--- src/rtl/stl_pkg.sv ---
// Shared types and constants for the shell token lexer.
// No dependencies; imported by every module of the block.
package stl_pkg;

   localparam int TOKEN_W = 13;   // width of token offsets on the result port
   localparam int SLOTS   = 3;    // most tokens one byte can produce

   localparam logic [7:0] CHAR_NUL   = 8'h00;
   localparam logic [7:0] CHAR_TAB   = 8'h09;
   localparam logic [7:0] CHAR_CR    = 8'h0D;
   localparam logic [7:0] CHAR_SPACE = 8'h20;
   localparam logic [7:0] CHAR_DQ    = 8'h22;
   localparam logic [7:0] CHAR_SQ    = 8'h27;
   localparam logic [7:0] CHAR_LT    = 8'h3C;
   localparam logic [7:0] CHAR_GT    = 8'h3E;
   localparam logic [7:0] CHAR_PIPE  = 8'h7C;

   typedef enum logic [2:0] {
      MODE_BETWEEN = 3'd0,
      MODE_WORD    = 3'd1,
      MODE_DQUOTE  = 3'd2,
      MODE_SQUOTE  = 3'd3,
      MODE_GT      = 3'd4,
      MODE_LT      = 3'd5,
      MODE_DONE    = 3'd6
   } mode_type;

   typedef enum logic [2:0] {
      KIND_WORD    = 3'd0,
      KIND_PIPE    = 3'd1,
      KIND_IN      = 3'd2,
      KIND_OUT     = 3'd3,
      KIND_HEREDOC = 3'd4,
      KIND_APPEND  = 3'd5,
      KIND_EOL     = 3'd6
   } kind_type;

   typedef struct packed {
      kind_type           kind;
      logic [TOKEN_W-1:0] tok_start;
      logic [TOKEN_W-1:0] tok_end;
      logic               overflow;
   } token_type;

   // tokens produced by one byte, in order, with their count
   typedef struct packed {
      logic [1:0]            count;
      token_type [SLOTS-1:0] tok;
   } lex_out_type;

endpackage

--- src/rtl/stl_lex_core.sv ---
// Lexer state registers and per-byte token decode for the shell token lexer.
// Depends on stl_pkg.
module stl_lex_core import stl_pkg::*; #(
   parameter int LINE_BYTES = 4096
) (
   input  logic        clock,
   input  logic        reset,
   input  logic        step,
   input  logic [7:0]  char_in,
   input  logic        line_end,
   output lex_out_type lex_out
);

   localparam int POS_W = $clog2(LINE_BYTES + 1);
   localparam logic [POS_W-1:0] POS_LIMIT = POS_W'(LINE_BYTES);

   mode_type           mode_ff, mode_in, mode_lex, bw_mode;
   logic [POS_W-1:0]   pos_ff, pos_in, nxt;
   logic [POS_W-1:0]   start_ff, start_in, start_lex;
   logic               ovf_ff, ovf_in, ovf_now;

   logic c_nul, c_space, c_pipe, c_gt, c_lt, c_dq, c_sq, c_op;
   logic use_bw, a_vld;
   kind_type a_kind;
   logic [POS_W-1:0] a_end;

   token_type [3:0] cand;
   logic [3:0]      cand_vld;
   logic [1:0]      n;

   assign c_nul   = (char_in == CHAR_NUL);
   assign c_space = (char_in inside {CHAR_SPACE, [CHAR_TAB:CHAR_CR]});
   assign c_pipe  = (char_in == CHAR_PIPE);
   assign c_gt    = (char_in == CHAR_GT);
   assign c_lt    = (char_in == CHAR_LT);
   assign c_dq    = (char_in == CHAR_DQ);
   assign c_sq    = (char_in == CHAR_SQ);
   assign c_op    = c_pipe | c_gt | c_lt;

   // offsets saturate at the line limit
   assign ovf_now = ovf_ff | (pos_ff == POS_LIMIT);
   assign nxt     = (pos_ff == POS_LIMIT) ? pos_ff : pos_ff + 1'b1;

   // mode entered when a byte is lexed from between tokens
   always_comb begin
      if (c_space)      bw_mode = MODE_BETWEEN;
      else if (c_nul)   bw_mode = MODE_DONE;
      else if (c_pipe)  bw_mode = MODE_BETWEEN;
      else if (c_gt)    bw_mode = MODE_GT;
      else if (c_lt)    bw_mode = MODE_LT;
      else if (c_dq)    bw_mode = MODE_DQUOTE;
      else if (c_sq)    bw_mode = MODE_SQUOTE;
      else              bw_mode = MODE_WORD;
   end

   // byte decode: closing token of the current mode, and whether the byte
   // is then lexed afresh
   always_comb begin
      mode_lex  = mode_ff;
      start_lex = start_ff;
      use_bw    = 1'b0;
      a_vld     = 1'b0;
      a_kind    = KIND_WORD;
      a_end     = pos_ff;
      case (mode_ff)
         MODE_BETWEEN: use_bw = 1'b1;
         MODE_WORD: begin
            if (c_nul || c_space || c_op) begin
               a_vld  = 1'b1;
               use_bw = 1'b1;
            end else if (c_dq) begin
               mode_lex = MODE_DQUOTE;
            end else if (c_sq) begin
               mode_lex = MODE_SQUOTE;
            end
         end
         MODE_DQUOTE: begin
            if (c_nul) begin
               a_vld  = 1'b1;
               use_bw = 1'b1;
            end else if (c_dq) begin
               mode_lex = MODE_WORD;
            end
         end
         MODE_SQUOTE: begin
            if (c_nul) begin
               a_vld  = 1'b1;
               use_bw = 1'b1;
            end else if (c_sq) begin
               mode_lex = MODE_WORD;
            end
         end
         MODE_GT: begin
            a_vld = 1'b1;
            if (c_gt) begin
               a_kind   = KIND_APPEND;
               a_end    = nxt;
               mode_lex = MODE_BETWEEN;
            end else begin
               a_kind = KIND_OUT;
               use_bw = 1'b1;
            end
         end
         MODE_LT: begin
            a_vld = 1'b1;
            if (c_lt) begin
               a_kind   = KIND_HEREDOC;
               a_end    = nxt;
               mode_lex = MODE_BETWEEN;
            end else begin
               a_kind = KIND_IN;
               use_bw = 1'b1;
            end
         end
         default: mode_lex = MODE_DONE;
      endcase
      if (use_bw) begin
         mode_lex = bw_mode;
         if (!c_space) start_lex = pos_ff;
      end
   end

   // next state: a final byte returns everything to reset values
   always_comb begin
      mode_in  = line_end ? MODE_BETWEEN : mode_lex;
      start_in = line_end ? '0 : start_lex;
      pos_in   = line_end ? '0 : nxt;
      ovf_in   = line_end ? 1'b0 : ovf_now;
   end

   // outputs: up to four candidate tokens, packed in order
   always_comb begin
      cand[0].kind      = a_kind;
      cand[0].tok_start = TOKEN_W'(start_ff);
      cand[0].tok_end   = TOKEN_W'(a_end);
      cand[0].overflow  = ovf_now;
      cand_vld[0]       = a_vld;

      cand[1].kind      = c_nul ? KIND_EOL : KIND_PIPE;
      cand[1].tok_start = TOKEN_W'(pos_ff);
      cand[1].tok_end   = c_nul ? TOKEN_W'(pos_ff) : TOKEN_W'(nxt);
      cand[1].overflow  = ovf_now;
      cand_vld[1]       = use_bw & (c_nul | c_pipe);

      // open token closed by the end of the line
      if (mode_lex == MODE_GT)      cand[2].kind = KIND_OUT;
      else if (mode_lex == MODE_LT) cand[2].kind = KIND_IN;
      else                          cand[2].kind = KIND_WORD;
      cand[2].tok_start = TOKEN_W'(start_lex);
      cand[2].tok_end   = TOKEN_W'(nxt);
      cand[2].overflow  = ovf_now;
      cand_vld[2]       = line_end & (mode_lex inside {MODE_WORD, MODE_DQUOTE, MODE_SQUOTE,
                                                       MODE_GT, MODE_LT});

      cand[3].kind      = KIND_EOL;
      cand[3].tok_start = TOKEN_W'(nxt);
      cand[3].tok_end   = TOKEN_W'(nxt);
      cand[3].overflow  = ovf_now;
      cand_vld[3]       = line_end & (mode_lex != MODE_DONE);

      lex_out = '0;
      n       = '0;
      for (int i = 0; i < 4; i++) begin
         if (cand_vld[i]) begin
            lex_out.tok[n] = cand[i];
            n = n + 1'b1;
         end
      end
      lex_out.count = n;
   end

   always_ff @(posedge clock) begin
      if (reset) begin
         mode_ff  <= MODE_BETWEEN;
         pos_ff   <= '0;
         start_ff <= '0;
         ovf_ff   <= 1'b0;
      end else if (step) begin
         mode_ff  <= mode_in;
         pos_ff   <= pos_in;
         start_ff <= start_in;
         ovf_ff   <= ovf_in;
      end
   end

endmodule

--- src/rtl/stl_rsp_buf.sv ---
// Result register for the shell token lexer: holds the tokens of one item
// and hands them out one per cycle while rsp_ready is high. Depends on stl_pkg.
module stl_rsp_buf import stl_pkg::*; (
   input  logic        clock,
   input  logic        reset,
   input  logic        load,
   input  lex_out_type lex_out,
   input  logic        rsp_ready,
   output logic        rsp_valid,
   output token_type   rsp_tok,
   output logic        rsp_last,
   output logic        can_load
);

   token_type [SLOTS-1:0] tok_ff;
   logic [1:0]            left_ff, left_in;
   logic [1:0]            rd_ff, rd_in;
   logic                  fire;

   assign rsp_valid = (left_ff != 2'd0);
   assign rsp_tok   = tok_ff[rd_ff];
   assign rsp_last  = (left_ff == 2'd1);
   assign fire      = rsp_valid & rsp_ready;
   // free now, or freed by the last token leaving this cycle
   assign can_load  = (left_ff == 2'd0) | (rsp_last & rsp_ready);

   always_comb begin
      left_in = left_ff;
      rd_in   = rd_ff;
      if (load) begin
         left_in = lex_out.count;
         rd_in   = '0;
      end else if (fire) begin
         left_in = left_ff - 1'b1;
         rd_in   = rd_ff + 1'b1;
      end
   end

   always_ff @(posedge clock) begin
      if (reset) begin
         left_ff <= '0;
         rd_ff   <= '0;
      end else begin
         left_ff <= left_in;
         rd_ff   <= rd_in;
      end
   end

   always_ff @(posedge clock) begin
      if (load) tok_ff <= lex_out.tok;
   end

endmodule

--- src/rtl/shell_token_lexer.sv ---
// Top level of the shell token lexer: byte decode plus result register.
// Depends on stl_pkg, stl_lex_core and stl_rsp_buf.
//
// Streams a command line one byte per item and returns its tokens (word,
// pipe, redirects, heredoc, append, end of line) with start and exclusive
// end offsets. A byte is taken every cycle as long as the tokens of the
// previous byte are gone from the result register or the last of them
// leaves in the same cycle; tokens appear in the cycle after their byte.
// A byte with n tokens (0 to 3, usually 0 or 1) holds the result port
// until all n are taken; one byte per cycle is sustained while no byte
// gives more than one token and rsp_ready is high. A '>' or '<' is resolved
// one byte later, when the next byte shows whether it pairs up. Offsets
// saturate at LINE_BYTES and pos_overflow flags a line that ran past it.
module shell_token_lexer import stl_pkg::*; #(
   parameter int LINE_BYTES = 4096
) (
   input  logic               clock,
   input  logic               reset,
   input  logic               req_valid,
   output logic               req_ready,
   input  logic [7:0]         req_char_in,
   input  logic               req_line_end,
   output logic               rsp_valid,
   input  logic               rsp_ready,
   output logic [2:0]         rsp_token_kind,
   output logic [TOKEN_W-1:0] rsp_token_start,
   output logic [TOKEN_W-1:0] rsp_token_end,
   output logic               rsp_pos_overflow,
   output logic               rsp_last_result
);

   lex_out_type lex_out;
   token_type   rsp_tok;
   logic        can_load, step;

   assign req_ready = can_load;
   assign step      = req_valid & can_load;

   stl_lex_core #(
      .LINE_BYTES (LINE_BYTES)
   ) u_core (
      .clock    (clock),
      .reset    (reset),
      .step     (step),
      .char_in  (req_char_in),
      .line_end (req_line_end),
      .lex_out  (lex_out)
   );

   stl_rsp_buf u_rsp (
      .clock     (clock),
      .reset     (reset),
      .load      (step),
      .lex_out   (lex_out),
      .rsp_ready (rsp_ready),
      .rsp_valid (rsp_valid),
      .rsp_tok   (rsp_tok),
      .rsp_last  (rsp_last_result),
      .can_load  (can_load)
   );

   assign rsp_token_kind   = rsp_tok.kind;
   assign rsp_token_start  = rsp_tok.tok_start;
   assign rsp_token_end    = rsp_tok.tok_end;
   assign rsp_pos_overflow = rsp_tok.overflow;

endmodule

--- config.mk ---
export PLATFORM = sky130hd
export DESIGN_NAME = shell_token_lexer
export DESIGN_NICKNAME = d
export VERILOG_FILES = /design/src/rtl/stl_pkg.sv /design/src/rtl/stl_lex_core.sv /design/src/rtl/stl_rsp_buf.sv /design/src/rtl/shell_token_lexer.sv
export SDC_FILE = /design/constraint.sdc
export NUM_CORES = 1
export LEC_CHECK = 0
export ABC_AREA = 1
export BUFFER_PORTS_ARGS = -buffer_cell sky130_fd_sc_hd__buf_2
export CAP_MARGIN = 30
export CORE_MARGIN = 2
export CORE_UTILIZATION = 30
export CTS_CLUSTER_DIAMETER = 200
export DETAILED_ROUTE_END_ITERATION = 12
export GPL_ROUTABILITY_DRIVEN = 0
export PLACE_DENSITY = 0.52
export SLEW_MARGIN = 20
export SYNTH_ARGS = -nofsm -noshare
export SYNTH_HDL_FRONTEND = slang
export SYNTH_SLANG_ARGS = --single-unit
--- constraint.sdc ---
create_clock -name clock -period 7.73 [get_ports clock]
set_input_delay 1.1595 -clock clock [delete_from_list [all_inputs] [get_ports clock]]
set_output_delay 1.1595 -clock clock [all_outputs]
set_load 0.05 [all_outputs]
# Yosys cells after proc, flatten, opt, wreduce, memory -nomap -nowiden
# Index checks and enable logic that the tools add are counted.
# op_classes
add_sub_neg	6
bitwise_logic	11
mux	62
magnitude_cmp	9
n_reduce_logical	16
n_eq_ne	19
# op_table
operator	count
90-bit bitwise mux	3
90-bit two-way mux	3
30-bit demux with 2-bit select	3
30-bit two-way mux	5
13-bit two-way mux	8
3-bit two-way mux	21
30-bit binary-select mux with 2-bit select	1
8-bit by 6-bit equality test with 1-bit output, second input constant	5
13-bit case mux with 2 select lines	1
3-bit case mux with 6 select lines	1
2-bit two-way mux	7
13-bit by 1-bit adder with 13-bit output, second input constant	1
13-bit equality test, second input constant	1
3-bit by 2-bit equality test with 1-bit output, second input constant	4
3-bit equality test, second input constant	4
2-bit by 3-bit less-than comparator with 1-bit output, second input constant	3
8-bit by 7-bit equality test with 1-bit output, second input constant	1
8-bit by 4-bit greater-or-equal comparator with 1-bit output, second input constant	1
8-bit by 4-bit <= comparator with 1-bit output, second input constant	1
8-bit zero test	1
2-bit by 1-bit adder with 2-bit output, second input constant	3
1-bit AND	6
3-bit by 1-bit equality test with 1-bit output, second input constant	2
1-bit two-way mux	6
other kinds (18)	31
# totals
in_bits	13
regBits	124

# Longest topological paths before layout
# depth
depth_word	19
depth_mapped	23

# By module
# From an unflattened synthesis, not the netlist that was laid out.
# hier_totals
hier_cells	1243
hier_area_um2	8370.5
# modules_own_cells
mod	cells_each	area_per_inst_um2	instances
stl_lex_core	975	4744.6	1
stl_rsp_buf	266	3618.5	1
shell_token_lexer	2	7.5	1

# Least setup slack after synthesis
# OpenSTA, ideal clock, no wires.
# synth_timing
path_type	input to register
startpoint	input port rsp_ready
endpoint	register u_rsp.left_ff[1]
n_path_buf	1
setup_ns	0.076
slack_ns	3.385
arrival_ns	4.269
cell_stages	9
cell_sequence	nand2_1 nand2_1 nand2_1 clkbuf_1 inv_1 o21ai_0 inv_1 nand2_1 a21oi_1
# synth_between
elab_chain_len	4
elab_cells_between_ends	6
cone_classes	mux: 1; bitwise: 4; reduce/logical: 1
# synth_lines
element	line_no	rtl
from (decl)	shell_token_lexer.sv:24	input logic rsp_ready,
1-bit AND *	stl_rsp_buf.sv:25	assign can_load = (left_ff == 2'd0) | (rsp_last & rsp_ready);
1-bit OR *	stl_rsp_buf.sv:25	
named net req_ready	shell_token_lexer.sv:20	output logic req_ready,
1-bit AND *	shell_token_lexer.sv:37	assign step = req_valid & can_load;
named net step	shell_token_lexer.sv:34	logic can_load, step;
2-bit two-way mux / 2-bit nonzero test (equally long branches)	--	
to (signal assigned)	stl_rsp_buf.sv:44	left_ff <= left_in;
to (decl)	stl_rsp_buf.sv:16	logic [1:0] left_ff, left_in;
# The timed path passes the listed nets; every way through them passes the cells marked *.
# A chain may end at the register's enable or synchronous reset.

==> run summary <==
Power, Total = 2.32 mW
CTS Buf Count = 17
Vias in the first global route = 6283
R2R Setup Slk = 3.70 ns
# clock sinks = 124
Fin cells = 1333
Int Pwr = 1.48 mW
Crit path from = req_char_in[1]
Worst-Margin Slew = 0.866 ns
Setup bufs post-CTS = 0
Synth Area in Compound Gates = 0.156
Design area = 8650 um^2
Fillers = 2627
Core area = 25000 um^2
Placed cells = 1300
Relative slew slack = 0.421
Final wirelength = 22500 um
Status = complete, no violations
Register-to-Register Path Depth = 17
H-tree Lvls = 4
Crit path to = u_rsp.tok_ff[2]
Commonest non-fill, non-tap cell in the layout = nand2_1
Clock Root Buffer = clkbuf_16
N_diodes = 0
Initial antenna violation count = 0
Synth unique cells = 46
Drt first pass iters = 5
Final net count = 1014
Yosys Warn Count = 0
Cell count after synthesis = 967
Gate power share = 0.278
Hold depth = 2
Startpoint type of the worst setup path = input pin
P_sw = 0.836 mW
Post-DRT Antenna Nets = 0
Clk buf depth = 2
Synth Area in Simple Gates = 0.278
Initial DRC count = 637
Die area = 26500 um^2
Post-Synth XOR/XNOR Area = 0.00925
Rows = 58
GRT Overall Usage = 0.174
Pre-CTS setup slack = 2.11 ns
Clk_lat worst skew = 0.43 ns
Multi-input gate area = 3490 um^2
Final setup fails = 0
CP Capture Type = flip-flop
First-pass GRT wire length = 35300 um
Mux contribution to synthesized area = 0
Sequential area share after synthesis = 0.447
Synth async-reset ratio = 0
Critical Path Fanout Max = 32
Adder-Cell Fraction of Synth Area = 0.0182
GRT overflow = 0
CP Cell Sequence = buf_2 > inv_1 > nand2_2 > nor2_2 > nand2_4 > inv_2 > nand2_2 > nand3_1 > buf_8 > inv_1 > ha_1 > inv_1 > nand2_1 > nand2_1 > inv_1 > ha_1 > nand2_2 > nand2_4 > o21ai_0 > inv_1
FF+latch area = 3380 um^2
Clk pin slew, worst setup/hold paths = 0.06 ns
Slowest cell on crit path = nand2_2
Largest family of logic cells by synthesized area = simple AND/OR/NAND/NOR gates
DR vias = 6711
Max-cap violation count = 0
Bufs and invs on worst path = 8
Final core utilization = 0.347
PD cells = 268 nW/um^2
Largest net degree at the start of global routing = 64
Worst r2r dst = u_rsp.tok_ff[2]
Crit path required time = 7.91 ns
Synth Area per Inst = 7.83 um^2
Commonest non-fill, non-tap cells in the layout = 214 x nand2_1, 121 x nor2_1, 107 x inv_1
Hold_ws = 0.474 ns
Syn Std Cell Area = 7570 um^2
Initial Util = 0.303
Critical R2R Launch = u_core.mode_ff[1]
Final worst-path setup slack = 2.94 ns
Post-route DRC = 0
Most frequent CP cell = inv_1
Crit path time final = 4.79 ns
Pins over their slew limit = 0
Hold Fails Final Rpt = 0
Post-synth EDFFs = 90
Post-Syn Nets = 991
Clk pwr share = 0.352
Cell depth of the worst setup path = 20
Layout cells sized above 1 = 0.144
Dpl cell area = 8040 um^2
Vias per cell = 5.03
Yosys reg bits = 124
Setup_tns = 0 ns
Peak VDD IR = 0.130 mV
Pleak = 3.61 nW
CTS Hold Buffers Added = 0
# resized after CTS = 0
Crit path largest cell delay = 0.51 ns
Input/output buffers = 45
I/O Pins = 46
CP delay by family, top = simple AND/OR/NAND/NOR gates
Worst Path Arrival = 4.98 ns
RSZ-0062 raised after global routing = no
Die width = 163 um
Switch share = 0.361
Post-DP HPWL = 15700 um
Top FF cell, synth = edfxtp_1
Hold Crit Class = flip-flop to flip-flop
Register share of total power = 0.370
Area delta synth->final = 14.2%
Clock skew = 0.00743 ns
FMAX = 209 MHz
Worst setup path category = input pin to flip-flop
DR WL/cell = 16.9 um
Crit share post-route = 0.620
Die Height = 163 um
CTS tree = built
## cell families (layout without fill, tap and decap cells)
group	count (synthesis)	in the layout
AOI/OAI and AO/OA	189	189
xor gates and xnor gates	8	8
adders and majority gates	11	11
buffers and inverters	165	201
DFF	124	124
and+or+nand+nor	470	470
## layer usage
| layer | up-vias | track usage | part of all wire |
|---|---|---|---|
| met5 | - | 0 | 0 |
| met4 | 0 | 0.0692 | 0.023 |
| met2 | 219 | 0.274 | 0.46 |
| met1 | 3141 | 0.227 | 0.45 |
| li1 | 3314 | - | - |
| met3 | 37 | 0.0446 | 0.068 |
## synthesized netlist by cell type (2+ instances only)
| library cell | number | area [um^2] |
|---|---|---|
| clkbuf_1 | 29 | 109 |
| buf_1 | 2 | 7.51 |
| nor3_2 | 2 | 20.0 |
| nand2_1 | 214 | 803 |
| buf_2 | 11 | 55.1 |
| o31ai_1 | 32 | 240 |
| o21ai_2 | 11 | 96.3 |
| xor2_1 | 8 | 70.1 |
| nand2_2 | 12 | 75.1 |
| nand4_1 | 7 | 43.8 |
| nand2_4 | 7 | 78.8 |
| o21ai_0 | 47 | 235 |
| inv_2 | 3 | 11.3 |
| a21oi_1 | 30 | 150 |
| dfxtp_1 | 34 | 681 |
| buf_6 | 6 | 67.6 |
| edfxtp_1 | 90 | 2700 |
| nor2_4 | 2 | 22.5 |
| or2_2 | 2 | 12.5 |
| nand3_1 | 82 | 410 |
| a21oi_2 | 2 | 17.5 |
| nor2_1 | 121 | 454 |
| buf_4 | 3 | 22.5 |
| a22oi_1 | 14 | 105 |
| nor2_2 | 5 | 31.3 |
| nand3_4 | 3 | 52.6 |
| o22ai_1 | 37 | 231 |
| o21ai_1 | 9 | 45.0 |
| ha_1 | 11 | 138 |
| nor4_1 | 2 | 12.5 |
| nand3_2 | 3 | 30.0 |
| nor3_1 | 5 | 25.0 |
| inv_1 | 108 | 405 |
## final cells by class
type                    instances  share of cell area
inverters                     114              0.0505
clock buffers                  17              0.0492
well taps                     330              0.0477
multi-input cells             678               0.404
repair buffers                 55              0.0377
flip-flops and latches        124               0.391
clock inverters                15              0.0198
## sequential cells by signal, summed over array words and instances (netlist names)
name,count
u_core.pos_ff,13
u_rsp.left_ff,2
u_rsp.tok_ff,90
u_core.start_ff,13
u_core.mode_ff,3
u_core.ovf_ff,1
u_rsp.rd_ff,2
## worst reg2reg max path, cell delays in order (launching register included)
cell and delay, ns:
dfxtp_1 0.47, inv_1 0.12, nand3_1 0.15, inv_1 0.11, nand2_4 0.10, nand3_1 0.37, buf_8 0.31, inv_1 0.20
ha_1 0.33, inv_1 0.11, nand2_1 0.07, nand2_1 0.08, inv_1 0.06, ha_1 0.20, nand2_2 0.51, nand2_4 0.28
o21ai_0 0.24, inv_1 0.06
## worst min path at each step
stage | from | endpoint
after floorplan | u_core.start_ff[0] | u_core.start_ff[0]
after global placement | u_rsp.rd_ff[1] | u_rsp.rd_ff[1]
after detailed placement | u_rsp.rd_ff[1] | u_rsp.rd_ff[1]
after CTS | u_rsp.rd_ff[1] | u_rsp.rd_ff[1]
after global routing | u_rsp.rd_ff[1] | u_rsp.rd_ff[1]
final | u_rsp.rd_ff[1] | u_rsp.rd_ff[1]
## power groups by stage
| stage | logic, mW | clock network, mW | registers, mW |
|---|---|---|---|
| after detailed placement | 0.645 | 0 | 0.872 |
| after CTS | 0.647 | 0.826 | 0.858 |
| final | 0.644 | 0.815 | 0.858 |
| after global routing | 0.702 | 0.856 | 0.867 |
| after global placement | 0.638 | 0 | 0.872 |
| after floorplan | 0.501 | 0 | 0.869 |
No activity file was read; power rests on OpenSTA's default activity.
